$ cat config.mk
export PLATFORM = sky130hd
export DESIGN_NAME = cpws_ram
export DESIGN_NICKNAME = d
export VERILOG_FILES = /design/src/hdl/cpws_ram.sv
export SDC_FILE = /design/constraint.sdc
export NUM_CORES = 1
export LEC_CHECK = 0
export ABC_AREA = 1
export ABC_CLOCK_PERIOD_IN_PS = 1500
export BUFFER_PORTS_ARGS = -buffer_cell sky130_fd_sc_hd__buf_2
export CORE_MARGIN = 2
export CORE_UTILIZATION = 60
export CTS_CLUSTER_SIZE = 16
export DETAILED_ROUTE_END_ITERATION = 12
export PLACE_DENSITY_LB_ADDON = 0.1
export SLEW_MARGIN = 20
export SYNTH_ARGS = -nofsm -noshare
export SYNTH_HDL_FRONTEND = slang
export SYNTH_SLANG_ARGS = --single-unit
$ cat constraint.sdc
create_clock -name clock -period 1.5 [get_ports clock]
set_input_delay 0.3 -clock clock [delete_from_list [all_inputs] [get_ports clock]]
set_output_delay 0.3 -clock clock [all_outputs]
set_load 0.02 [all_outputs]
$ cat src/hdl/cpws_ram.sv
// generic simple dual-port ram with registered read
module cpws_ram #(
   parameter int WIDTH = 8,
   parameter int DEPTH = 16,
   localparam int ADDR_W = (DEPTH > 1) ? $clog2(DEPTH) : 1
) (
   input  logic              clock,
   input  logic              wr_en,
   input  logic [ADDR_W-1:0] wr_addr,
   input  logic [WIDTH-1:0]  wr_data,
   input  logic              rd_en,
   input  logic [ADDR_W-1:0] rd_addr,
   output logic [WIDTH-1:0]  rd_data
);

   logic [WIDTH-1:0] mem_ff [DEPTH];
   logic [WIDTH-1:0] rd_data_ff;

   // write port
   always_ff @(posedge clock) begin
      if (wr_en) begin
         mem_ff[wr_addr] <= wr_data;
      end
   end

   // registered read port
   always_ff @(posedge clock) begin
      if (rd_en) begin
         rd_data_ff <= mem_ff[rd_addr];
      end
   end

   assign rd_data = rd_data_ff;

endmodule

# Yosys cells after proc, flatten, opt, wreduce, memory -nomap -nowiden
# Memory sizes are Yosys's and may differ from the RTL's. A register that Yosys moved wholly into a read port is not among the register bits.
# Cells that the tools add are included.
# word_totals
regBits	0
ramBits	128
in_bits	19
output_inout_bits	8
word_cells	3
n_memories	1
# memory_table
memory	words	word_bits	read_ports	rd_clocked_by_memory_dff	wr	line_no	source
mem_ff	16	8	1	1	1	16	logic [WIDTH-1:0] mem_ff [DEPTH];
# op_classes
mux	2
# ops
op	n
$mux 1	2

# Longest topological paths before layout
# Gate-level depths: netlist of run 1.
# depth
word_depth	2
mapped_depth	8
depth_no_buf	7

# Worst setup path before layout of run 1
# Ideal clock, no wire load.
# synth_timing
path_kind	input to register
from	input port wr_addr[2]
to	memory mem_ff[10][0], enable pin
setup_time_ps	370
t_arrival_ps	881
required_ps	1130
path_slack_ps	249
stages	2
path_buffers	0
cell_sequence	nand3b_1 nor2_1
# synth_rtl
item	line_no	source
from (decl)	9	input logic [ADDR_W-1:0] wr_addr,
to (decl)	16	
# No word-level cell before the write port.

# Final worst setup path of run 1
# layout_timing
from	register rd_data_ff[4], in the netlist rd_data[4], read port of mem_ff
to	output port rd_data[4]
# layout_rtl
item	line_no	source
from (decl)	17	logic [WIDTH-1:0] rd_data_ff;
to (decl)	13	output logic [WIDTH-1:0] rd_data
# No word-level cell between the ends.

==> results of run 1 <==
## kinds of logic (layout without fill, tap and decap cells)
family                 after synthesis  count (layout)  share of synthesized area (%)
flip-flops                         136             136                           69.8
buffers and inverters              126             184                           9.39
AND/OR/NAND/NOR                    289             289                           20.8
## sequential cells by signal (all words and copies together) (netlist names)
name,cells
mem_ff,128
rd_data,8
## power breakdown
part           internal (mW)  switching, mW
sequential              4.28         0.0250
clock                   2.32           1.39
combinational          0.163          0.384
total                   6.77           1.80
## area by class of cell
cell class              count  area [um^2]  area share (%)
repair buffers             52          363            5.39
clock buffers              24          440            6.55
well taps                 133          166            2.47
clock inverters             6         76.3            1.13
flip-flops and latches    136         4080            60.7
inverters                 102          383            5.69
multi-input cells         289         1210            18.0
## cell usage after synthesis
library cell | instances | area share (%)
buf_4 | 4 | 0.51
inv_1 | 100 | 6.4
edfxtp_1 | 136 | 70
nand2_1 | 173 | 11
buf_2 | 13 | 1.1
nor2_1 | 17 | 1.1
nand3b_1 | 2 | 0.26
inv_2 | 2 | 0.13
buf_6 | 6 | 1.2
buf_1 | 1 | 0.064
nand3_1 | 97 | 8.3
## worst paths after layout
kind	from	endpoint	slack [ns]
worst max-delay path	rd_data[4]	rd_data[4]	0.1
worst min-delay path	rd_en	rd_data[6]	0.15
worst max register to register	mem_ff[1][5]	rd_data[5]	0.33
worst min register to register	mem_ff[14][4]	rd_data[4]	0.74
## per-stage QoR
step | TNS, ns | hold WS [ns] | setup WS, ns
after detailed placement | -0.211 | 0.681 | -0.0770
after floorplan | 0 | 0.399 | 0.249
after global placement | -0.0691 | 0.684 | -0.0537
after CTS | 0 | 0.137 | 0.0755
after global routing | 0 | 0.150 | 0.0770
final | 0 | 0.154 | 0.0960
## routing by layer
metal | up-vias | part of all wire [%] | GRT usage (%)
met5 | - | 0 | 0
met4 | 0 | 2.8 | 13.6
met3 | 23 | 7.9 | 5.83
met2 | 197 | 47 | 41.9
met1 | 1840 | 43 | 38.5
li1 | 1872 | - | -
==> run summary, run 1 <==
Vias - 3932
Share of post-route cells with drive strength above 1 - 12.2%
Clk_lat worst skew - 0.52 ns
DRC viols - 0
Critical Path RT - 1.20 ns
Register-to-Register Path Depth - 6
Die Footprint - 10600 um^2
Syn-to-layout area delta - 15.0%
CP cell instances - buf_2
Worst VDD drop - 0.000813 V
Number of vias per cell - 5.30
Fillers - 713
Slew Limit Fails - 0
Slew Limit Headroom - 56.1%
IO buf count - 26
Finish-stage setup viols - 0
Antenna Nets Post-Route - 0
Drt pass-1 iters - 6
Hold Path Depth - 1
Final #Nets - 617
CP Max Fanout - 1
Placed cell area - 6210 um^2
Ys Warns - 0
Type of the tightest min-delay check - primary input to flop
Fin crit share - 93.6%
Max Clk Rate - 712 MHz
DRT iter0 DRCs - 463
Largest net degree at the start of global routing - 62
Netlist cell types - 11
TritonCTS Buffers - 17
Initial Util - 60.9%
RSZ-0062 raised after global routing - no
Routability Congestion - 0.851
WP data arrival - 1.10 ns
Die X - 103 um
Leakage - 2.93 nW
Max_cap viols - 0
Syn Area/Cell - 10.6 um^2
Cell area power density - 1270 nW/um^2
Placed Instances - 712
CP peak stage delay - 0.41 ns
Post-synthesis sequential area ratio - 69.8%
Vias in the first global route - 3828
Gr usage total - 27.6%
Dpl hpwl - 8180 um
Final Hold Vio Count - 0
Initial antenna violation count - 0
Die H - 103 um
Core Area - 9590 um^2
Commonest non-fill, non-tap cells in the layout - nand2_1 (173), edfxtp_1 (136), inv_1 (100)
Final Cell Area - 6730 um^2
Clock Pin Slew Worst Setup and Hold Paths - 0.06 ns
Stages on the worst setup path - 1
CTS resizes - 0
Setup crit end kind - output pin
Post-Syn Nets - 570
CTS Hold Buffers Added - 0
DRT Wirelength - 13300 um
Ant diodes - 0
Final Util - 70.1%
Slowest-stage cell, CP - edfxtp_1
WP buf/inv - 1
First-pass GRT wire length - 20600 um
Min Tclk post-route - 1.40 ns
Clk buf depth - 2
Clock sinks - 136
Number of setup buffers added after CTS - 0
CTS root buf - clkbuf_8
I/O pins - 27
# rows - 36
Skew final - 0.00531 ns
CTS tree - done
Syn Inst Count - 551
Status - finished, final reports clean
Kind of critical path - flop to output pin
Startpoint types - flop
Htree depth - 4
Drt wl/cell - 17.9 um
Commonest non-fill, non-tap cell in the layout - nand2_1
Mapped Area - 5850 um^2
Final std cells w/o fill - 742
Gr ovfl total - 0
Yosys reg bits - 136
Final Power - 8.57 mW
Delay-heaviest family, CP - flip-flops
Worst Tran Pin Value - 0.658 ns
Power figures use the tool's default switching activity.
==> inputs of run 2 (changes only) <==
CORE_ASPECT_RATIO = 1.75   (was not set)
CORE_MARGIN = not set   (was 2)
CORE_UTILIZATION = 35   (was 60)
==> run 2 against run 1 <==
Maximum frequency rose by 3.2%. Highest routed layer unchanged. Final cell count rose by 12%. Hold slack better by 0.090 ns. Die area is 63% higher. Routed wire length up 12%.
==> run summary, run 2 (synthesis results as in run 1) <==
Min Tclk post-route - 1.36 ns (was 1.40 ns)
Critical Path RT - 1.20 ns (about the same)
Fillers - 1614 (was 713)
DRT iter0 DRCs - 192 (was 463)
Drt pass-1 iters - 5 (was 6)
Share of post-route cells with drive strength above 1 - 13.5% (was 12.2%)
CP Launch Point - rd_data[3] (was rd_data[4])
RR Startpoint - mem_ff[7][3] (was mem_ff[1][5])
Delay-heaviest family, CP - flip-flops (unchanged)
Die H - 173 um (was 103 um)
Slew Limit Headroom - 58.8% (was 56.1%)
Worst VDD drop - 0.000760 V (was 0.000813 V)
Startpoint types - flop (unchanged)
Final Power - 8.85 mW (was 8.57 mW)
Pre-CTS setup slack - -0.104 ns (was -0.0770 ns)
Type of the tightest min-delay check - primary input to flop (unchanged)
Final WS setup - 0.139 ns (was 0.0960 ns)
CTS root buf - clkbuf_16 (was clkbuf_8)
Gr usage total - 18.5% (was 27.6%)
Initial Util - 35.7% (was 60.9%)
Clock Pin Slew Worst Setup and Hold Paths - 0.06 ns (about the same)
Commonest non-fill, non-tap cell in the layout - nand2_1 (unchanged)
Worst setup path endpoint - rd_data[3] (was rd_data[4])
Clk_lat worst skew - 0.42 ns (was 0.52 ns)
Antenna Nets Post-Route - 0 (unchanged)
R2r setup slk - 0.32 ns (was 0.33 ns)
WP buf/inv - 1 (unchanged)
Vias in the first global route - 3971 (was 3828)
CTS resizes - 0 (unchanged)
RR Endpoint - rd_data[3] (was rd_data[5])
First-pass GRT wire length - 22700 um (was 20600 um)
Hold WS - 0.244 ns (was 0.154 ns)
Max Clk Rate - 735 MHz (was 712 MHz)
I/O pins - 27 (unchanged)
Drt wl/cell - 17.8 um (was 17.9 um)
CP Max Fanout - 1 (unchanged)
Number of vias per cell - 4.67 (was 5.30)
WP data arrival - 1.06 ns (was 1.10 ns)
Number of setup buffers added after CTS - 0 (unchanged)
Leakage - 2.95 nW (was 2.93 nW)
Htree depth - 4 (unchanged)
RSZ-0062 raised after global routing - no (unchanged)
DRT Wirelength - 14900 um (was 13300 um)
Slew Limit Fails - 0 (unchanged)
Die Footprint - 17200 um^2 (was 10600 um^2)
Largest net degree at the start of global routing - 33 (was 62)
Die X - 99.7 um (was 103 um)
Footprint of the multi-input gates - 1210 um^2 (unchanged)
Vias - 3891 (was 3932)
Routability Congestion - 0.812 (was 0.851)
TritonCTS Buffers - 17 (unchanged)
CTS Hold Buffers Added - 0 (unchanged)
Clk buf depth - 2 (unchanged)
# rows - 62 (was 36)
Final #Nets - 616 (was 617)
Gr ovfl total - 0 (unchanged)
Setup crit end kind - output pin (unchanged)
DRC viols - 0 (unchanged)
Syn-to-layout area delta - 18.1% (was 15.0%)
Core Area - 16400 um^2 (was 9590 um^2)
Dpl hpwl - 9860 um (was 8180 um)
Slowest-stage cell, CP - edfxtp_1 (unchanged)
Ant diodes - 0 (unchanged)
CP peak stage delay - 0.45 ns (was 0.41 ns)
Register-to-Register Path Depth - 6 (unchanged)
Kind of critical path - flop to output pin (unchanged)
Skew final - 0.00730 ns (was 0.00531 ns)
Final Hold Vio Count - 0 (unchanged)
Cell area power density - 1280 nW/um^2 (was 1270 nW/um^2)
Status - finished, final reports clean (unchanged)
CTS tree - done (unchanged)
Worst Tran Pin Value - 0.617 ns (was 0.658 ns)
Initial antenna violation count - 0 (unchanged)
Finish-stage setup viols - 0 (unchanged)
Max FFs per register - 128 (unchanged)
FF+latch area - 4080 um^2 (unchanged)
Commonest non-fill, non-tap cells in the layout - nand2_1 (173), edfxtp_1 (136), inv_1 (100) (unchanged)
Fin crit share - 90.7% (was 93.6%)
CP cell instances - buf_2 (unchanged)
Clock sinks - 136 (unchanged)
Max_cap viols - 0 (unchanged)
Largest register by flop count - mem_ff (unchanged)
IO buf count - 26 (unchanged)
Stages on the worst setup path - 1 (unchanged)
run 2: layout make-up:
cell class | count | share of cell area, %
clock inverter | 13 | 1.92
clock buffer | 18 | 6.22
tap | 224 | 4.06
inverter | 102 | 5.55
sequential | 136 | 59.2
multi-input combinational | 289 | 17.6
timing repair buffer | 51 | 5.51
run 2: where the power goes:
group	leakage (nW)	total, mW	switching [mW]	internal (mW)
clock network	0.269	3.97	1.55	2.42
registers	1.24	4.31	0.0276	4.28
logic	1.45	0.573	0.404	0.169
run 2: worst min-delay path by stage:
stage               start           end  slack (ns)  depth (start not counted)
6_report            rd_en    rd_data[4]        0.24                          1
5_1_grt             rd_en    rd_data[4]        0.24                          1
4_1_cts             rd_en    rd_data[4]        0.22                          1
3_5_place_dp        rd_en    rd_data[4]        0.67                          1
3_3_place_gp        rd_en    rd_data[4]        0.68                          1
2_1_floorplan  wr_data[0]  mem_ff[0][0]        0.40                          0
run 2: metal layers:
metal	wire, um	GRT usage, %	vias up
li1	-	-	1870
met1	5860	20.6	1889
met2	7910	32.3	92
met3	403	3.44	40
met4	690	11.1	0
met5	0	0	-
run 2: through the flow:
step / TNS, ns / area (um^2) / std cells / utilization (%)
after floorplan: 0 / 5850 / 551 / -
after global placement: -0.483 / 6340 / 802 / 38.7
after detailed placement: -0.490 / 6340 / 802 / 38.7
after CTS: 0 / 6900 / 833 / 42.2
after global routing: 0 / 6900 / 833 / 42.2
final: 0 / 6900 / 833 / 42.2
