**config.mk**
```make
export PLATFORM = sky130hd
export DESIGN_NAME = cpws_mul
export DESIGN_NICKNAME = d
export VERILOG_FILES = /design/src/hdl/cpws_pkg.sv /design/src/hdl/cpws_mul.sv
export SDC_FILE = /design/constraint.sdc
export NUM_CORES = 1
export LEC_CHECK = 0
export ABC_AREA = 0
export BUFFER_PORTS_ARGS = -buffer_cell sky130_fd_sc_hd__buf_2
export CAP_MARGIN = 25
export CORE_UTILIZATION = 30
export CTS_CLUSTER_SIZE = 40
export DETAILED_ROUTE_END_ITERATION = 10
export GPL_ROUTABILITY_DRIVEN = 0
export GPL_TIMING_DRIVEN = 1
export RECOVER_POWER = 50
export SLEW_MARGIN = 20
export SYNTH_ARGS = -nofsm -noshare
export SYNTH_HDL_FRONTEND = slang
export SYNTH_SLANG_ARGS = --single-unit
export TNS_END_PERCENT = 50
```
**constraint.sdc**
```tcl
create_clock -name clock -period 7.7 [get_ports clock]
set_clock_uncertainty 0.1 [all_clocks]
set_input_delay 1.54 -clock clock [delete_from_list [all_inputs] [get_ports clock]]
set_output_delay 1.54 -clock clock [all_outputs]
set_load 0.01 [all_outputs]
```
**src/hdl/cpws_pkg.sv**
```systemverilog
// shared sizes, codes, beat types and index helper for the wall segment block
package cpws_pkg;

   // table and coordinate sizes
   localparam int TABLE_DEPTH = 1024;
   localparam int COORD_BITS  = 16;
   localparam int INDEX_BITS  = 10;
   localparam int ADDR_BITS   = (TABLE_DEPTH > 1) ? $clog2(TABLE_DEPTH) : 1;

   // datapath widths derived from the coordinate width
   localparam int DIFF_BITS = COORD_BITS + 1;        // coordinate difference
   localparam int T_BITS    = 2 * DIFF_BITS;         // signed projection dot product
   localparam int LEN_BITS  = 2 * DIFF_BITS - 1;     // unsigned squared length
   localparam int PROD_BITS = DIFF_BITS + T_BITS;    // serial multiplier result
   localparam int QUO_BITS  = COORD_BITS;            // interior offset magnitude

   // operation codes
   localparam logic OP_WRITE = 1'b0;
   localparam logic OP_QUERY = 1'b1;

   // clamp codes
   localparam logic [1:0] CLAMP_INTERIOR = 2'd0;
   localparam logic [1:0] CLAMP_START    = 2'd1;
   localparam logic [1:0] CLAMP_END      = 2'd2;

   typedef struct packed {
      logic                         op;
      logic [INDEX_BITS-1:0]        wall_index;
      logic signed [COORD_BITS-1:0] vertex_x_in;
      logic signed [COORD_BITS-1:0] vertex_y_in;
      logic [INDEX_BITS-1:0]        next_in;
      logic signed [COORD_BITS-1:0] point_x;
      logic signed [COORD_BITS-1:0] point_y;
   } req_type;

   typedef struct packed {
      logic signed [COORD_BITS-1:0] closest_x;
      logic signed [COORD_BITS-1:0] closest_y;
      logic [1:0]                   clamp_kind;
   } rsp_type;

   typedef struct packed {
      logic signed [COORD_BITS-1:0] x;
      logic signed [COORD_BITS-1:0] y;
      logic [ADDR_BITS-1:0]         next;
   } vertex_type;

   // wrap an index field onto the table, a plain mask for power-of-two depths
   function automatic logic [ADDR_BITS-1:0] wrap_index(input logic [INDEX_BITS-1:0] v);
      return ADDR_BITS'(v % TABLE_DEPTH);
   endfunction

endpackage

```
**src/hdl/cpws_mul.sv**
```systemverilog
// bit-serial signed shift-add multiplier, one multiplier bit per cycle
module cpws_mul (
   input  logic                                   clock,
   input  logic                                   reset,
   input  logic                                   start,
   input  logic signed [cpws_pkg::DIFF_BITS-1:0]  mult_a,
   input  logic signed [cpws_pkg::T_BITS-1:0]     mult_b,
   output logic                                   done,
   output logic signed [cpws_pkg::PROD_BITS-1:0]  product
);

   localparam int CNT_BITS = $clog2(cpws_pkg::DIFF_BITS);

   logic [cpws_pkg::DIFF_BITS-1:0]        a_ff, a_in;
   logic signed [cpws_pkg::PROD_BITS-1:0] b_ff, b_in;
   logic signed [cpws_pkg::PROD_BITS-1:0] acc_ff, acc_in;
   logic signed [cpws_pkg::PROD_BITS-1:0] addend;
   logic [CNT_BITS-1:0]                   cnt_ff, cnt_in;
   logic                                  run_ff, run_in;
   logic                                  done_ff, done_in;
   logic                                  last;

   // one partial product per cycle, the sign bit of a carries negative weight
   always_comb begin
      a_in    = a_ff;
      b_in    = b_ff;
      acc_in  = acc_ff;
      cnt_in  = cnt_ff;
      run_in  = run_ff;
      done_in = 1'b0;
      last    = (cnt_ff == CNT_BITS'(cpws_pkg::DIFF_BITS - 1));
      addend  = a_ff[0] ? b_ff : '0;
      if (start) begin
         a_in   = mult_a;
         b_in   = cpws_pkg::PROD_BITS'(mult_b);
         acc_in = '0;
         cnt_in = '0;
         run_in = 1'b1;
      end else if (run_ff) begin
         acc_in = last ? (acc_ff - addend) : (acc_ff + addend);
         a_in   = a_ff >> 1;
         b_in   = b_ff <<< 1;
         cnt_in = cnt_ff + 1'b1;
         if (last) begin
            run_in  = 1'b0;
            done_in = 1'b1;
         end
      end
   end

   always_ff @(posedge clock) begin
      if (reset) begin
         run_ff  <= 1'b0;
         done_ff <= 1'b0;
         cnt_ff  <= '0;
      end else begin
         run_ff  <= run_in;
         done_ff <= done_in;
         cnt_ff  <= cnt_in;
      end
      a_ff   <= a_in;
      b_ff   <= b_in;
      acc_ff <= acc_in;
   end

   assign done    = done_ff;
   assign product = acc_ff;

endmodule

```
# Yosys cells after proc, flatten, opt, wreduce, memory -nomap -nowiden
# Index checks and enable logic that the tools add are counted.
# word_totals
output_inout_bits	52
wordCells	24
regBits	126
in_bits	54
# op_classes
n_reduce_logical	3
n_addsub	3
bitwise	1
n_eq_ne	1
mux	10
# ops
operator	count
51-bit two-way mux	4
51-bit adder	1
51-bit subtractor	1
17-bit two-way mux	2
5-bit by 1-bit adder with 5-bit output, second input constant	1
5-bit equality test, second input constant	1
1-bit two-way mux	4
3-bit OR reduction	1
2-bit nonzero test	1
2-bit OR reduction	1
1-bit inverter	1

# Logic depth before layout (Yosys ltp)
# Gate-level depths: netlist of the first run.
# logic_depth
word_depth	4
mapped_depth	26
ltp_nobuf	21

# Least setup slack after synthesis of the first run
# No wires, ideal clock.
# synth_timing
path_type	register -> register
from	register a_ff[0] in the netlist's numbering
to	register acc_ff (netlist bit product[48])
period_less_slack_ns	5.474
path_buffers	6
path_slack_ns	2.226
path_stages_with_launch	25
required_time_ns	7.483
arrival_ns	5.257
setup_time_ns	0.117
path_cell_list	edfxtp_1 -> clkbuf_1 -> buf_1 -> clkbuf_1 -> clkbuf_1 -> buf_1 -> nand2_1 -> ha_1 -> nand2_1 -> nor2_1 -> nor2_1 -> or2_2 -> clkbuf_1 -> o211ai_1 -> ha_1 -> and2_4 -> or4_4 -> o21ai_2 -> or4b_1 -> a21oi_2 -> a21oi_2 -> o21ai_2 -> a21oi_1 -> or3_1 -> a32o_1
# synth_between
elab_chain_len	3
elab_cells_between_ends	4
classes_between	2 x add/sub; 2 x mux
# synth_lines
item	line_no	rtl
from (decl)	cpws_mul.sv:14	logic [cpws_pkg::DIFF_BITS-1:0] a_ff, a_in;
from (signal assigned)	cpws_mul.sv:61	a_ff <= a_in;
51-bit two-way mux (*)	cpws_mul.sv:32	addend = a_ff[0] ? b_ff : '0;
51-bit adder or 51-bit subtractor (tied branches)	cpws_mul.sv:40	acc_in = last ? (acc_ff - addend) : (acc_ff + addend);
51-bit two-way mux (*)	cpws_mul.sv:40	
to (signal assigned)	cpws_mul.sv:63	acc_ff <= acc_in;
to (decl)	cpws_mul.sv:16	logic signed [cpws_pkg::PROD_BITS-1:0] acc_ff, acc_in;
# Mark *: on every way between the ends. The rest lies on a longest branch, timed or not.
# A chain may end at the register's enable or synchronous reset.

# Worst setup path in the final report of the first run
# layout_timing
from	input start
to	register b_ff[4] in the netlist's numbering, enable pin
# layout_between
elab_chain_len	1
# layout_lines
item	line_no	rtl
from (decl)	cpws_mul.sv:5	input logic start,
2-bit nonzero test (no source line)	--	
to (signal assigned)	cpws_mul.sv:62	b_ff <= b_in;
to (decl)	cpws_mul.sv:15	logic signed [cpws_pkg::PROD_BITS-1:0] b_ff, b_in;
# Every way passes these cells.

==> metrics.yaml, run 1 <==
synth_fp_nets: 1158
r2r_start: "b_ff[2]"
reg2reg_slack_ns: 2.20
overflow: 0
synthTopCellsByCount: "124 x nand2_1, 87 x nor2_1, 76 x a21oi_1, 75 x o21ai_0, 68 x edfxtp_1"
synthTopCellsByArea: "edfxtp_1 22%, dfxtp_1 13%, ha_1 7.2%"
grt_max_degree: 69
drc: 0
synthAdderAreaFrac_pct: 7.46
synth_edf_count: 68
hp-class: "reg -> reg"
max_freq_mhz: 165
leakagePower_nw: 4.21
synth-simple-area-share_pct: 17.4
synth_top_family_by_area: "compound AO/OA/AOI/OAI gates"
hold_depth: 2
cts_tree: "yes"
cts-root-buf: "clkbuf_16"
synthMuxAreaShare_pct: 7.90
worst_slew_pin_slew_ns: 3.79
cpMostUsedCell: "clkbuf_1"
timing.final.hold_violations: 0
h-tree-depth: 4
fin_crit_sh_pct: 78.8
rsz0062_at_grt: "no"
timing.slew.headroom_pct: -153
hold_buffers: 0
worstSetupPathType: "in -> reg"
clock_path_buffers: 2
wl_per_cell_um: 16.6
ys_types: 73
ant_nets: 0
syn_to_final_growth_pct: 14.9
start_util_pct: 30.7
yosys.area.top_type: "edfxtp_1"
p_per_area_nw_per_um2: 249
drv_slew: 111
io_buffer_count: 105
numCtsBuffers: 17
drive_gt1_share_pct: 14.2
avgSynthCellArea_um2: 8.72
ir_worst_vdd_v: 0.000145
dieArea_um2: 31200
groute.usage.overall_pct: 16.6
drt-total-wl_um: 25300
clk_pin_slew_ns: 0.06
finalSetupTns_ns: 0
post-route-min-period_ns: 6.07
yosysWarnings: 0
drt-initial-drc-count: 569
rr_endpoint: "product[50]"
holdCritStartpoint: "product[43]"
cp-start-kind: "input pin"
grt_pass1_wl_um: 40300
die_x_um: 177
antenna_found_initial: 2
grt_pass1_vias: 7389
synth_most_common_cell: "nand2_1"
num_vias: 7979
max-cap-violations: 2
synthXorXnorAreaFrac_pct: 7.36
critical_path.top_delay_family: "buffers and inverters"
crit_chain: "clkbuf_1, nor2_2, buf_4, inv_1, clkbuf_1"
die_h_um: 177
fin_util_pct: 35.3
end_kind: "register"
status: "finished, violations left"
post_cts_buffers: 0
drt-vias-per-instance: 5.23
p_total_w: 0.00262
seq_area_frac_synth_pct: 35.0
critical_path_buf_inv_count: 4
crit_slowest_cell: "clkbuf_1"
holdPathEnd: "product[43]"
yosys_register_bits: 126
std_cell_rows: 63
num_io_pins: 106
synth-compound-area-share_pct: 21.0
async_reset_ff_share_pct: 0
cts.sinks: 126
ys.flop_type: "edfxtp_1"
required_ns: 7.55
violations: "max-capacitance violations, max-slew violations"
hpwl_um: 19300
cts_resized: 0
fin_nets: 1229
cp_max_fo: 68
worstRegToRegCells: 21
coreArea_um2: 29800
dr.pass1.iters: 5
setup_viol: 0
worstSkewPairLatency_ns: 0.43
cp_slowest_stage_delay_ns: 2.65
syn_area_um2: 9160
arrival_ns: 5.91
synthCells: 1050
yosysTopAreaCellShare_pct: 22.3
==> routing by layer <==
| metal | up-vias | track usage [%] | routed length (um) |
|---|---|---|---|
| met5 | - | 0 | 13 |
| met4 | 2 | 5.57 | 397 |
| met3 | 24 | 3.80 | 1570 |
| met2 | 224 | 24.5 | 11000 |
| met1 | 3727 | 23.5 | 12400 |
| li1 | 4002 | - | - |
==> sequential cells by signal, summed over array words and instances (netlist names) <==
register	count
a_ff	17
b_ff	51
run_ff	1
product	51
done	1
cnt_ff	5
==> cell type report <==
cell class	count	area, um^2
Tap cell	390	488
Timing Repair Buffer	112	508
Multi-Input combinational cell	829	5600
Clock inverter	15	160
Sequential cell	126	3200
Fill cell	3110	19300
Antenna cell	1	2.50
Inverter	35	131
Clock buffer	17	425
==> power breakdown <==
group          switching (W)  total (W)  internal (W)
sequential         0.0000971   0.000903      0.000806
clock               0.000340   0.000820      0.000480
combinational       0.000535   0.000897      0.000363
total               0.000972    0.00262       0.00165
==> kinds of logic after synthesis <==
| logic type | after synthesis |
|---|---|
| simple gates | 334 |
| compound gates | 298 |
| flops | 126 |
| buf+inv | 95 |
| xor+xnor | 77 |
| mux | 66 |
| fa+ha+maj | 54 |
==> worst min-delay path, delay by kind of cell, from the launching register on <==
| kind | cells | cell delay, ns |
|---|---|---|
| flip-flops | 1 | 0.32 |
| AO/OA/AOI/OAI | 1 | 0.06 |
| AND/OR/NAND/NOR | 1 | 0.05 |
==> layout by cell type (no fill, tap or decap), types with 5 or more instances in the layout <==
cell	Yosys	layout
inv_1	35	35
buf_2	2	52
and3_1	6	6
or3_1	6	6
nor2_1	87	86
nand2_1	124	124
mux2i_1	16	16
ha_1	53	53
dfxtp_1	58	57
xor2_1	30	30
or4_1	5	5
a211oi_1	9	9
o21ai_0	75	75
o41ai_1	8	8
clkbuf_1	52	54
inv_6	0	5
clkbuf_16	0	17
nor2b_1	8	8
o21bai_1	13	13
buf_4	0	6
edfxtp_1	68	68
nand2b_1	13	13
mux2_2	50	48
a21o_1	35	35
a21oi_1	76	76
o31ai_1	13	13
nand4_1	20	20
o211ai_1	8	8
xnor2_1	47	47
nand3_1	22	22
nor3_1	14	14
a31oi_1	13	13
o21a_1	6	6
==> per-stage QoR <==
stage	setup slack, ns	hold WS, ns	cells	cell area (um^2)
3_3_place_gp	2.41	0.371	1492	10000
4_1_cts	2.26	0.387	1524	10600
2_1_floorplan	2.23	0.386	1050	9160
6_report	1.63	0.387	1525	10500
5_1_grt	1.07	0.416	1524	10500
3_5_place_dp	2.30	0.377	1492	10000
==> worst max path at each step <==
stage / from / endpoint / cells after the start
floorplan: a_ff[0] / product[48] / 24
global placement: b_ff[2] / product[50] / 21
detailed placement: b_ff[2] / product[50] / 21
CTS: b_ff[2] / product[41] / 21
global route: start / b_ff[5] / 5
finish: start / b_ff[4] / 5
No activity file was read; power rests on OpenSTA's default activity.
==> inputs of run 2 (changes only) <==
Clock period 7.7 ns to 5.2 ns, I/O delays scaled along.
==> metrics.yaml, run 2 (synthesis results as in run 1) <==
syn_to_final_growth_pct: 17.3
timing.final.hold_violations: 0
cp_max_fo: 7
end_kind: "register"
crit_slowest_cell: "or4b_4"
wl_per_cell_um: 16.7
hold_buffers: 0
num_io_pins: 106
dr.pass1.iters: 5
layout_common_cells: "124 x nand2_1, 87 x nor2_1, 75 x a21oi_1"
drt-initial-drc-count: 540
fin_crit_sh_pct: 94.7
hp-class: "reg -> reg"
fin_hold_ws_ns: 0.378
mostFrequentLayoutCell: "nand2_1"
drt-total-wl_um: 25900
cpMostUsedCell: "a21o_1"
clock_path_buffers: 2
p_per_area_nw_per_um2: 360
leakagePower_nw: 4.33
cts_tree: "yes"
cp-start-kind: "register"
overflow: 0
clk_pin_slew_ns: 0.06
post-route-min-period_ns: 4.92
worst_slew_pin_slew_ns: 2.33
coreArea_um2: 29800
reg2reg_slack_ns: 0.28
groute.usage.overall_pct: 16.9
timing.slew.headroom_pct: -55.0
setup_viol: 0
hpwl_um: 20000
die_x_um: 177
status: "finished, violations left"
grt_pass1_wl_um: 41400
drv_slew: 50
start_util_pct: 30.7
grt_max_degree: 61
antenna_found_initial: 1
max-cap-violations: 1
drt-vias-per-instance: 5.19
fin_nets: 1254
crit_chain: "or3_1, and4b_1, a21boi_0, or4b_4, buf_4, nor4_4, a21oi_1, o21ai_0, ha_2, a21o_1, o21bai_1, a21o_1, a21o_1, a21oi_1, nor2b_1, a2111oi_2, xnor2_1, o21ai_1"
num_vias: 8054
ant_nets: 0
worstSkewPairLatency_ns: 0.44
cts-root-buf: "clkbuf_16"
arrival_ns: 5.12
rsz0062_at_grt: "no"
required_ns: 5.40
grt_pass1_vias: 7719
die_h_um: 177
finalSetupTns_ns: 0
ir_worst_vdd_v: 0.000227
cp_slowest_stage_delay_ns: 0.56
h-tree-depth: 4
place_worst_setup_slack_ns: 0.156
drc: 0
std_cell_rows: 63
io_buffer_count: 105
drive_gt1_share_pct: 16.8
worst_slack_ns: 0.278
max_freq_mhz: 203
worstSetupPathType: "reg -> reg"
numCtsBuffers: 17
cts.sinks: 126
violations: "max-capacitance violations, max-slew violations"
dieArea_um2: 31200
run 2: changes by cell type in the layout (fill, tap and decap cells not counted), sizes merged:
cell      previous run  this run
buf                 58        83
inv                 40        45
bufinv               2         0
clkinvlp             4         2
clkinv               4         3
diode                1         2
run 2: critical path, delay by kind of cell (launching register included):
family | cells | cell delay [ns]
AND/OR/NAND/NOR | 5 | 1.60
adder cells (fa/ha/maj) | 1 | 0.40
AO/OA/AOI/OAI | 10 | 1.91
XOR/XNOR | 1 | 0.16
buffers and inverters | 1 | 0.18
flip-flops | 1 | 0.43
run 2: worst paths after layout:
path | from | cells past startpoint | end
max reg2reg | b_ff[10] | 18 | product[47]
max | b_ff[10] | 18 | product[47]
min reg2reg | product[44] | 2 | product[44]
min | product[44] | 2 | product[44]
run 2: final cells by class:
type,instances,area (um^2)
inverter,35,131
multi-input combinational,829,5650
clock inverter,15,141
fill,3113,19100
clock buffer,17,425
sequential,126,3200
antenna,2,5.00
timing repair buffer,137,696
tap,390,488
run 2: metal layers:
layer / global-route usage (%) / vias to the layer above / part of all wire [%]
met5: 0 / - / 0
met4: 6.50 / 0 / 2.3
met3: 3.99 / 38 / 5.6
met2: 25.2 / 230 / 42
met1: 23.5 / 3744 / 50
li1: - / 4042 / -
run 2: power breakdown:
group          internal [W]  switching [W]
sequential          0.00119       0.000132
clock              0.000634       0.000532
combinational      0.000570       0.000814
total               0.00239        0.00148
run 2: per-stage QoR:
stage	cells	power, W	cell area [um^2]	utilization (%)
after floorplan	1050	0.00231	9180	-
after global placement	1516	0.00270	10200	34.2
after detailed placement	1516	0.00272	10200	34.2
after CTS	1548	0.00390	10800	36.1
after global routing	1549	0.00411	10700	36.0
final	1551	0.00387	10700	36.1
run 2: repair_timing:
action,CTS,global route
resized for setup,0,8
buffers inserted,0,1
endpoints found under the setup margin,0,8
