## src/hdl/cpws_pkg.sv

```systemverilog
// shared sizes, codes, beat types and index helper for the wall segment block
package cpws_pkg;

   // table and coordinate sizes
   localparam int TABLE_DEPTH = 1024;
   localparam int COORD_BITS  = 16;
   localparam int INDEX_BITS  = 10;
   localparam int ADDR_BITS   = (TABLE_DEPTH > 1) ? $clog2(TABLE_DEPTH) : 1;

   // datapath widths derived from the coordinate width
   localparam int DIFF_BITS = COORD_BITS + 1;        // coordinate difference
   localparam int T_BITS    = 2 * DIFF_BITS;         // signed projection dot product
   localparam int LEN_BITS  = 2 * DIFF_BITS - 1;     // unsigned squared length
   localparam int PROD_BITS = DIFF_BITS + T_BITS;    // serial multiplier result
   localparam int QUO_BITS  = COORD_BITS;            // interior offset magnitude

   // operation codes
   localparam logic OP_WRITE = 1'b0;
   localparam logic OP_QUERY = 1'b1;

   // clamp codes
   localparam logic [1:0] CLAMP_INTERIOR = 2'd0;
   localparam logic [1:0] CLAMP_START    = 2'd1;
   localparam logic [1:0] CLAMP_END      = 2'd2;

   typedef struct packed {
      logic                         op;
      logic [INDEX_BITS-1:0]        wall_index;
      logic signed [COORD_BITS-1:0] vertex_x_in;
      logic signed [COORD_BITS-1:0] vertex_y_in;
      logic [INDEX_BITS-1:0]        next_in;
      logic signed [COORD_BITS-1:0] point_x;
      logic signed [COORD_BITS-1:0] point_y;
   } req_type;

   typedef struct packed {
      logic signed [COORD_BITS-1:0] closest_x;
      logic signed [COORD_BITS-1:0] closest_y;
      logic [1:0]                   clamp_kind;
   } rsp_type;

   typedef struct packed {
      logic signed [COORD_BITS-1:0] x;
      logic signed [COORD_BITS-1:0] y;
      logic [ADDR_BITS-1:0]         next;
   } vertex_type;

   // wrap an index field onto the table, a plain mask for power-of-two depths
   function automatic logic [ADDR_BITS-1:0] wrap_index(input logic [INDEX_BITS-1:0] v);
      return ADDR_BITS'(v % TABLE_DEPTH);
   endfunction

endpackage

```

## src/hdl/cpws_div.sv

```systemverilog
// radix-2 restoring divider, one quotient bit per cycle
// expects numer < denom * 2**QUO_BITS so the quotient fits QUO_BITS
module cpws_div (
   input  logic                                clock,
   input  logic                                reset,
   input  logic                                start,
   input  logic [cpws_pkg::PROD_BITS-1:0]      numer,
   input  logic [cpws_pkg::LEN_BITS-1:0]       denom,
   output logic                                done,
   output logic [cpws_pkg::QUO_BITS-1:0]       quotient
);

   localparam int CNT_BITS = $clog2(cpws_pkg::QUO_BITS);

   logic [cpws_pkg::LEN_BITS-1:0] rem_ff, rem_in;
   logic [cpws_pkg::LEN_BITS-1:0] den_ff, den_in;
   logic [cpws_pkg::QUO_BITS-1:0] low_ff, low_in;
   logic [cpws_pkg::QUO_BITS-1:0] quo_ff, quo_in;
   logic [CNT_BITS-1:0]           cnt_ff, cnt_in;
   logic                          run_ff, run_in;
   logic                          done_ff, done_in;
   logic [cpws_pkg::LEN_BITS:0]   trial;
   logic                          fits;
   logic                          last;

   // shift in the next numerator bit, subtract when the divisor fits
   always_comb begin
      rem_in  = rem_ff;
      den_in  = den_ff;
      low_in  = low_ff;
      quo_in  = quo_ff;
      cnt_in  = cnt_ff;
      run_in  = run_ff;
      done_in = 1'b0;
      trial   = {rem_ff, low_ff[cpws_pkg::QUO_BITS-1]};
      fits    = (trial >= {1'b0, den_ff});
      last    = (cnt_ff == CNT_BITS'(cpws_pkg::QUO_BITS - 1));
      if (start) begin
         rem_in = numer[cpws_pkg::QUO_BITS +: cpws_pkg::LEN_BITS];
         low_in = numer[cpws_pkg::QUO_BITS-1:0];
         den_in = denom;
         quo_in = '0;
         cnt_in = '0;
         run_in = 1'b1;
      end else if (run_ff) begin
         rem_in = fits ? cpws_pkg::LEN_BITS'(trial - {1'b0, den_ff})
                       : trial[cpws_pkg::LEN_BITS-1:0];
         low_in = low_ff << 1;
         quo_in = {quo_ff[cpws_pkg::QUO_BITS-2:0], fits};
         cnt_in = cnt_ff + 1'b1;
         if (last) begin
            run_in  = 1'b0;
            done_in = 1'b1;
         end
      end
   end

   always_ff @(posedge clock) begin
      if (reset) begin
         run_ff  <= 1'b0;
         done_ff <= 1'b0;
         cnt_ff  <= '0;
      end else begin
         run_ff  <= run_in;
         done_ff <= done_in;
         cnt_ff  <= cnt_in;
      end
      rem_ff <= rem_in;
      den_ff <= den_in;
      low_ff <= low_in;
      quo_ff <= quo_in;
   end

   assign done     = done_ff;
   assign quotient = quo_ff;

endmodule

```

## config.mk

```make
export PLATFORM = sky130hd
export DESIGN_NAME = cpws_div
export DESIGN_NICKNAME = d
export VERILOG_FILES = /design/src/hdl/cpws_pkg.sv /design/src/hdl/cpws_div.sv
export SDC_FILE = /design/constraint.sdc
export NUM_CORES = 1
export LEC_CHECK = 0
export BUFFER_PORTS_ARGS = -buffer_cell sky130_fd_sc_hd__clkbuf_2
export CAP_MARGIN = 0
export CORE_MARGIN = 2
export CORE_UTILIZATION = 45
export CTS_CLUSTER_SIZE = 12
export DETAILED_ROUTE_END_ITERATION = 16
export PLACE_DENSITY_LB_ADDON = 0.25
export SLEW_MARGIN = 10
export SYNTH_ARGS = -nofsm -noshare
export SYNTH_HDL_FRONTEND = slang
export SYNTH_SLANG_ARGS = --single-unit
```

## constraint.sdc

```tcl
create_clock -name clock -period 4.21 [get_ports clock]
set_input_delay 0.2105 -clock clock [delete_from_list [all_inputs] [get_ports clock]]
set_output_delay 0.2105 -clock clock [all_outputs]
set_load 0.01 [all_outputs]
```

Word level (Yosys, flattened, before mapping)
Index checks and enable logic that the tools add are counted.

Add/subtract/negate cells: 2. Order comparisons: 1. Equal/unequal tests: 1. Muxes and demuxes: 9. Bitwise gates (word level): 1. Reduce and logical (&&, ||, !) cells: 3.

Operators with widths (number): 33-bit 2-to-1 mux (3); 34-bit by 33-bit >= comparator with 1-bit output (1); 33-bit subtractor (1); 16-bit 2-to-1 mux (2); 4-bit by 1-bit adder with 4-bit output (second input constant) (1); 4-bit == test (second input constant) (1); 1-bit 2-to-1 mux (4); 3-bit OR reduction (1); 2-bit nonzero test (1); 2-bit OR reduction (1); 1-bit NOT (1).

Register bits after elaboration: 104. Input bits: 87. Output and inout port bits: 17. Logic and storage cells: 24.

Longest topological paths before layout
Gate-level depths: netlist of the first run.

Word-level depth: 4. Depth in mapped cells: 15. Depth with buffers taken out: 13.

Least setup slack after synthesis of the first run
Ideal clock, no wire load.

Kind: register to register. From: reg low_ff[15] in the netlist's numbering. To: reg rem_ff[32] in the netlist's numbering (data pin). Setup time: 0.261 ns. Arrival time: 2.861 ns. Required time: 3.949 ns. Setup slack: 1.088 ns. Cell stages (with the launch flop): 14. Buffers on the path: 0. Period minus slack after synthesis: 3.122 ns. Cell sequence: edfxtp_1 inv_1 ha_1 inv_1 fa_1 a21o_1 a221oi_2 o21ai_2 a41oi_4 a31oi_4 a311o_1 a21oi_2 xnor2_1 a221o_1.

Word-level cells in the longest chain between the ends: 4. Elaborated cells on any way between the ends: 5. Classes of those cells: add/sub: 1; order compare: 1; mux: 3.

Ends and longest elaborated chain: start: declaration (RTL line cpws_div.sv:17) `logic [cpws_pkg::QUO_BITS-1:0] low_ff, low_in;`; start signal: assignment (RTL line cpws_div.sv:70) `low_ff <= low_in;`; 33-bit subtractor or 34-bit by 33-bit >= comparator with 1-bit output (tied branches) (RTL line cpws_div.sv:46, cpws_div.sv:36); 33-bit 2-to-1 mux (*) (RTL line cpws_div.sv:46) `rem_in = fits ? cpws_pkg::LEN_BITS'(trial - {1'b0, den_ff})`; 33-bit 2-to-1 mux (*) (RTL line cpws_div.sv:45) `end else if (run_ff) begin`; 33-bit 2-to-1 mux (*) (RTL line cpws_div.sv:38) `if (start) begin`; net rem_in, one bit (RTL line cpws_div.sv:15) `logic [cpws_pkg::LEN_BITS-1:0] rem_ff, rem_in;`; end signal: assignment (RTL line cpws_div.sv:68) `rem_ff <= rem_in;`; end: declaration (RTL line cpws_div.sv:15).

Mark *: on every way through the listed nets, which the timed path passes. The rest lies on a longest branch. The select of a mux whose other input is x is not followed. A chain may end at the register's enable or synchronous reset.

Worst setup path in the final report of the first run
From: reg low_ff[15] in the netlist's numbering. To: reg rem_ff[19] in the netlist's numbering (data pin).

Same word-level chain as after synthesis.

==> metrics, run 1 <==
die area ~15000 um^2; Worst EP arrival roughly 3.8 ns; Worst-Skew Late Latency roughly 0.36 ns; number of synthesized flops with an enable pin 82; crit end category register; min-delay worst type input port to register; fin. max-slew vios 0; wire length per cell around 17 um; Die W between 100 and 150 um; final hold viol count 0; Port Buffers about 100; Mapped Cells 599; Crit Path Category register to register; Die Y 122 um; final setup TNS 0 ns; outcome finished, final reports clean; Max-slew headroom 0.258; Setup violations, final 0; global-route wire length before repair 23700 um; total power ~0.0037 W; Post-DP Area around 6900 um^2; row count 43; drc violations 0; max_cap viols 0; asr flop ratio synth 0; CTS clk-pin slew, worst paths 0.08 ns; IO Count 104; Top Metal Used met4; synthesized flop and latch total roughly 100; clk root buf clkbuf_16; WL met3 927 um; Antenna diodes 0; Syn-to-layout area delta 14.8%; Worst EP required 4.28 ns; routed wire length roughly 15000 um; Worst Path Max Fanout 14; # hold bufs at CTS 0; Final min period about 3.7 ns; Setup crit start kind register; Synth Net Count 721; layout cells sized above 1 0.220; RSZ-0062 raised after global routing no; vias in the first global route 4847; Leak approximately 3.0 nW; CTS tree done; CTS resizes 0; Vias/cell around 5.6; Seq/Total Area, Yosys 0.464; initial antenna violation count 0; clock skew approximately 0.0090 ns; Sink Count 104; Clock Path Buffers 2; post-CTS setup buffer count 0; DP HPWL about 10000 um; synthesized cell area about 6200 um^2; Layout fillers 1289; largest net degree at the start of global routing 69; Synth cell types 66; fmax about 270 MHz; Power Density a little over 500 nW/um^2; initial core utilization 0.456; Final GP Congestion approximately 0.88; Primary FF master, synth edfxtp_1; met2 wire len roughly 6700 um; YS warnings 0; Vias 4912; Final Cell Area roughly 7200 um^2; drt first pass iters 5; GRT overflow 0; Antenna Nets Post-Route 0; M1 wire length 6710 um; drt initial violations about 300; Tightest Pin Transition around 1.1 ns; Peak VDD IR 0.000323 V; Mean Syn Cell Area between 10 and 15 um^2; htree depth 3; period utilization 0.880; NumNets Final 807; Core ar. 13700 um^2; gr usage total 0.203; CTS Buf Count 9
through the flow:
stage | setup WS (ns) | hold slack, ns | util | cells
floorplan | 1.09 | 0.283 | - | 599
finish | 0.505 | 0.0161 | 0.523 | 870
global route | 0.259 | 0.00563 | 0.523 | 870
CTS | 0.488 | 0.00669 | 0.523 | 870
global placement | 0.610 | 0.388 | 0.502 | 854
detailed placement | 0.529 | 0.390 | 0.502 | 854
final cells by class:
class	count	area, um^2	share of cell area
well taps	180	225	0.0314
inverters	42	158	0.0220
clock inverters	6	51.3	0.00715
clock buffers	10	229	0.0319
flip-flops and latches	104	2900	0.405
repair buffers	109	568	0.0792
multi-input cells	419	3040	0.424
cells in the final DEF (no fill, tap or decap), types with 6 or more instances in the layout:
cell       synthesis  layout
clkbuf_16          0       9
xnor2_1           19      19
a31oi_1           24      23
xor2_1            12      12
nor3_1             6       6
nand3_1           10      10
buf_4              0       9
dfxtp_1           22      22
nand4_1            9       9
o21ai_0           30      30
inv_1             42      42
nor2_1            48      48
a21oi_1           38      38
ha_1              34      34
o21bai_1           7       7
a21o_1            14      14
mux2_2            16      16
edfxtp_1          82      82
a2bb2oi_1         21      21
nand2_1           30      29
mux2i_1           18      18
clkbuf_2           1     100
final timing paths:
check | startpoint | end | slack, ns | cells past startpoint
max reg2reg | low_ff[15] | rem_ff[19] | 0.51 | 13
min reg2reg | cnt_ff[3] | done | 0.50 | 2
max | low_ff[15] | rem_ff[19] | 0.51 | 13
min | reset | run_ff | 0.02 | 2
Yosys cell counts, drive strengths merged, types with 18 or more instances:
library cell / number / area [um^2]
mux2i: 18 / 180
o21ai: 36 / 184
dfxtp: 22 / 440
xnor2: 19 / 166
ha: 34 / 425
inv: 42 / 158
a2bb2oi: 21 / 184
nand2: 30 / 113
edfxtp: 82 / 2460
a31oi: 25 / 171
clkbuf: 22 / 93.8
a21oi: 41 / 216
nor2: 48 / 180
metal layers:
metal	up-vias	global-route usage
met5	-	0
met4	0	0.0560
met3	20	0.0585
met2	161	0.329
met1	2316	0.267
li1	2415	-
kinds of logic after synthesis:
kind of cell / count (synthesis) / synth area share
XOR/XNOR: 31 / 0.0434
flip-flops: 104 / 0.464
AND/OR/NAND/NOR: 132 / 0.101
buffers and inverters: 76 / 0.0520
AO/OA/AOI/OAI: 187 / 0.211
adder cells (fa/ha/maj): 35 / 0.0713
multiplexers: 34 / 0.0577
registers in the layout (all words and copies together), names as in the netlist:
register	flops
low_ff	16
den_ff	33
quotient	16
run_ff	1
cnt_ff	4
done	1
rem_ff	33
power breakdown:
group / leakage (nW) / switching, W / internal (W)
sequential: 0.993 / 0.0000771 / 0.00129
combinational: 1.88 / 0.000865 / 0.000615
clock: 0.140 / 0.000399 / 0.000412
worst max-delay path, stage by stage, from the launching register on:
cell	delay, ns
edfxtp_1	0.39
inv_1	0.07
ha_1	0.15
inv_1	0.05
fa_1	0.41
a21o_1	0.23
a221oi_2	0.33
o21ai_2	0.16
a41oi_4	0.31
o21ba_2	0.21
a21oi_2	0.08
o21ba_1	0.33
nor2_1	0.47
o311ai_0	0.22
Power figures use the tool's default switching activity.
==> run 2: changes to the inputs <==
- ABC_AREA: unset -> 1
==> run 2 against run 1 <==
Against the previous run: final cell count grew 50%; fmax grew 32%; non-clock buffer count shrank 5; utilization shrank 0.41 points; first-iteration DRC count grew 49%; largest cell class unchanged; largest power group unchanged.
==> metrics, run 2 <==
final core utilization 0.519 (was 0.523); Vias/cell 4.78 (was 5.65); Mapped Cells 996 (was 599); GRT overflow 0 (unchanged); post-synth top area share 0.344 (was 0.394); delay-heaviest family, CP simple AND/OR/NAND/NOR gates (was compound AO/OA/AOI/OAI gates); final setup TNS 0 ns (unchanged); vias in the first global route 6074 (was 4847); clock skew 0.0105 ns (was 0.00904 ns); Synth cell types 36 (was 66); Die Y 130 um (was 122 um); Vias 6263 (was 4912); Multi-input gate area 3410 um^2 (was 3040 um^2); htree depth 3 (unchanged); Leak 4.27 nW (was 3.02 nW); Worst Path Max Fanout 34 (was 14); max_cap viols 0 (unchanged); Antenna Nets Post-Route 0 (unchanged); area fraction in and, or, nand and nor cells after synthesis 0.355 (was 0.101); post-synthesis mux area share 0 (was 0.0577); Clock Path Buffers 2 (unchanged); Worst-Skew Late Latency 0.37 ns (was 0.36 ns); clk root buf clkbuf_16 (unchanged); Sink Count 104 (unchanged); fin. max-slew vios 0 (unchanged); Critical-path top delay cell edfxtp_1 (was nor2_1); gr usage total 0.228 (was 0.203); Worst EP arrival 2.94 ns (was 3.77 ns); Setup crit start kind register (unchanged); layout cells sized above 1 0.136 (was 0.220); final hold viol count 0 (unchanged); Power Density 466 nW/um^2 (was 510 nW/um^2); asr flop ratio synth 0 (unchanged); Setup violations, final 0 (unchanged); drt initial violations 442 (was 297); Final min period 2.81 ns (was 3.70 ns); CTS clk-pin slew, worst paths 0.09 ns (was 0.08 ns); drt first pass iters 5 (unchanged); ranking of synthesized cells by area edfxtp_1, nand2_1, inv_1, dfxtp_1, ha_1 (was edfxtp_1, dfxtp_1, ha_1, a21oi_1, a2bb2oi_1); post-CTS setup buffer count 0 (unchanged); crit end category register (unchanged); outcome finished, final reports clean (unchanged); Primary FF master, synth edfxtp_1 (unchanged); CTS Buf Count 9 (unchanged); Layout fillers 1582 (was 1289); Syn-to-layout area delta 13.9% (was 14.8%); YS warnings 0 (unchanged); initial core utilization 0.455 (was 0.456); most common cell after layout, fill and taps aside nand2_1 (was clkbuf_2); CTS tree done (unchanged); Synth Area in Compound Gates 0.0413 (was 0.211); largest net degree at the start of global routing 56 (was 69); Reg area 2900 um^2 (unchanged); routed wire length 18300 um (was 14600 um); most frequent cells in the layout nand2_1, inv_1, clkbuf_2 (was clkbuf_2, edfxtp_1, nor2_1); die area 16900 um^2 (was 14800 um^2); # hold bufs at CTS 0 (unchanged); Port Buffers 101 (unchanged); post-synthesis xor/xnor area fraction 0.0171 (was 0.0434); Die W 130 um (was 122 um); IO Count 104 (unchanged); NumNets Final 1210 (was 807); wire length per cell 14.0 um (was 16.8 um); Buf+Inv Stages, Crit Path 0 (was 2); drc violations 0 (unchanged); synthesized cell area 7160 um^2 (was 6250 um^2); crit path cell chain ha_1 -> nand2_1 -> nor2_1 -> nand2_1 -> nor4_4 -> nand2_4 -> nand2_8 -> nand3_1 -> nand2_1 -> nand2_1 (was inv_1 -> ha_1 -> inv_1 -> fa_1 -> a21o_1 -> a221oi_2 -> o21ai_2 -> a41oi_4 -> o21ba_2 -> a21oi_2 -> o21ba_1 -> nor2_1 -> o311ai_0); Crit Path Category register to register (unchanged); Synth Net Count 1118 (was 721); Peak VDD IR 0.000221 V (was 0.000323 V); synthesized flop and latch total 104 (unchanged); Antenna diodes 0 (unchanged); adder-cell share of the synthesized area 0.0622 (was 0.0713); area leader, netlist edfxtp_1 (unchanged); period utilization 0.668 (was 0.880); crit-path most repeated cell nand2_1 (was inv_1); Largest regs den_ff (33), rem_ff (33) (unchanged); Tightest Pin Transition 0.834 ns (was 1.11 ns); DP HPWL 14000 um (was 10400 um); Seq/Total Area, Yosys 0.406 (was 0.464); Final GP Congestion 0.922 (was 0.880); CP peak stage delay 0.43 ns (was 0.47 ns); Worst EP required 4.34 ns (was 4.28 ns); Post-synth top cells nand2_1, inv_1, edfxtp_1 (was edfxtp_1, nor2_1, inv_1); largest family of logic cells by synthesized area simple AND/OR/NAND/NOR gates (was compound AO/OA/AOI/OAI gates); row count 46 (was 43); number of synthesized flops with an enable pin 82 (unchanged); count leader, synth nand2_1 (was edfxtp_1); min-delay worst type input port to register (unchanged); fmax 356 MHz (was 270 MHz); CTS resizes 0 (unchanged); global-route wire length before repair 29900 um (was 23700 um); Max-slew headroom 0.443 (was 0.258); initial antenna violation count 0 (unchanged); RSZ-0062 raised after global routing no (unchanged); Core ar. 15700 um^2 (was 13700 um^2); Mean Syn Cell Area 7.19 um^2 (was 10.4 um^2)
run 2: cell count changes in the layout (fill, tap and decap cells not counted), sizes merged, moves of 12 or more:
cell,before,now
a31oi,25,0
nand2,30,405
a21oi,41,25
mux2,16,0
o21ai,36,6
a2bb2oi,21,0
mux2i,18,0
nand3,10,75
a21o,14,0
o22ai,2,14
inv,46,190
nand3b,1,28
run 2: final cells by class:
class | instances | area share
inverter | 191 | 0.0880
multi-input combinational | 678 | 0.418
sequential | 104 | 0.356
clock inverter | 7 | 0.0121
tap | 216 | 0.0332
timing repair buffer | 104 | 0.0651
clock buffer | 9 | 0.0276
run 2: cell families (layout without fill, tap and decap cells):
family / after synthesis / count (layout)
AOI/OAI and AO/OA: 52 / 52
adders and majority gates: 35 / 35
DFF: 104 / 104
and+or+nand+nor: 577 / 577
xor gates and xnor gates: 14 / 14
buffers and inverters: 214 / 311
run 2: metrics by stage:
| stage | instance area [um^2] | setup slack, ns | hold WS (ns) | instances | total power (W) |
|---|---|---|---|---|---|
| floorplan | 7160 | 1.61 | 0.280 | 996 | 0.00251 |
| global placement | 7830 | 1.45 | 0.387 | 1293 | 0.00288 |
| finish | 8150 | 1.40 | 0.00909 | 1309 | 0.00380 |
| detailed placement | 7830 | 1.42 | 0.389 | 1293 | 0.00290 |
| global route | 8150 | 1.21 | 0.00584 | 1309 | 0.00408 |
| CTS | 8150 | 1.43 | 0.00430 | 1309 | 0.00381 |
run 2: path summary, 6_finish.rpt:
| path | slack, ns | end | from | depth (start not counted) |
|---|---|---|---|---|
| worst min-delay path | 0.009 | run_ff | reset | 2 |
| worst max register to register | 1.40 | rem_ff[26] | rem_ff[24] | 10 |
| worst max-delay path | 1.40 | rem_ff[26] | rem_ff[24] | 10 |
| worst min register to register | 0.47 | quotient[15] | quotient[15] | 2 |
run 2: layer usage:
metal  vias to the layer above  global-route usage  wire length [um]
li1                       3303                   -                 -
met4                         0              0.0689               348
met3                        18              0.0373               912
met1                      2792               0.324              9120
met2                       150               0.359              7940
met5                         -                   0                 0
run 2: power by group:
part           switching [W]  leakage [nW]  total [W]  internal, W
combinational        0.00102          3.12    0.00157     0.000548
sequential         0.0000546          1.00    0.00132      0.00126
clock               0.000472         0.157   0.000913     0.000441
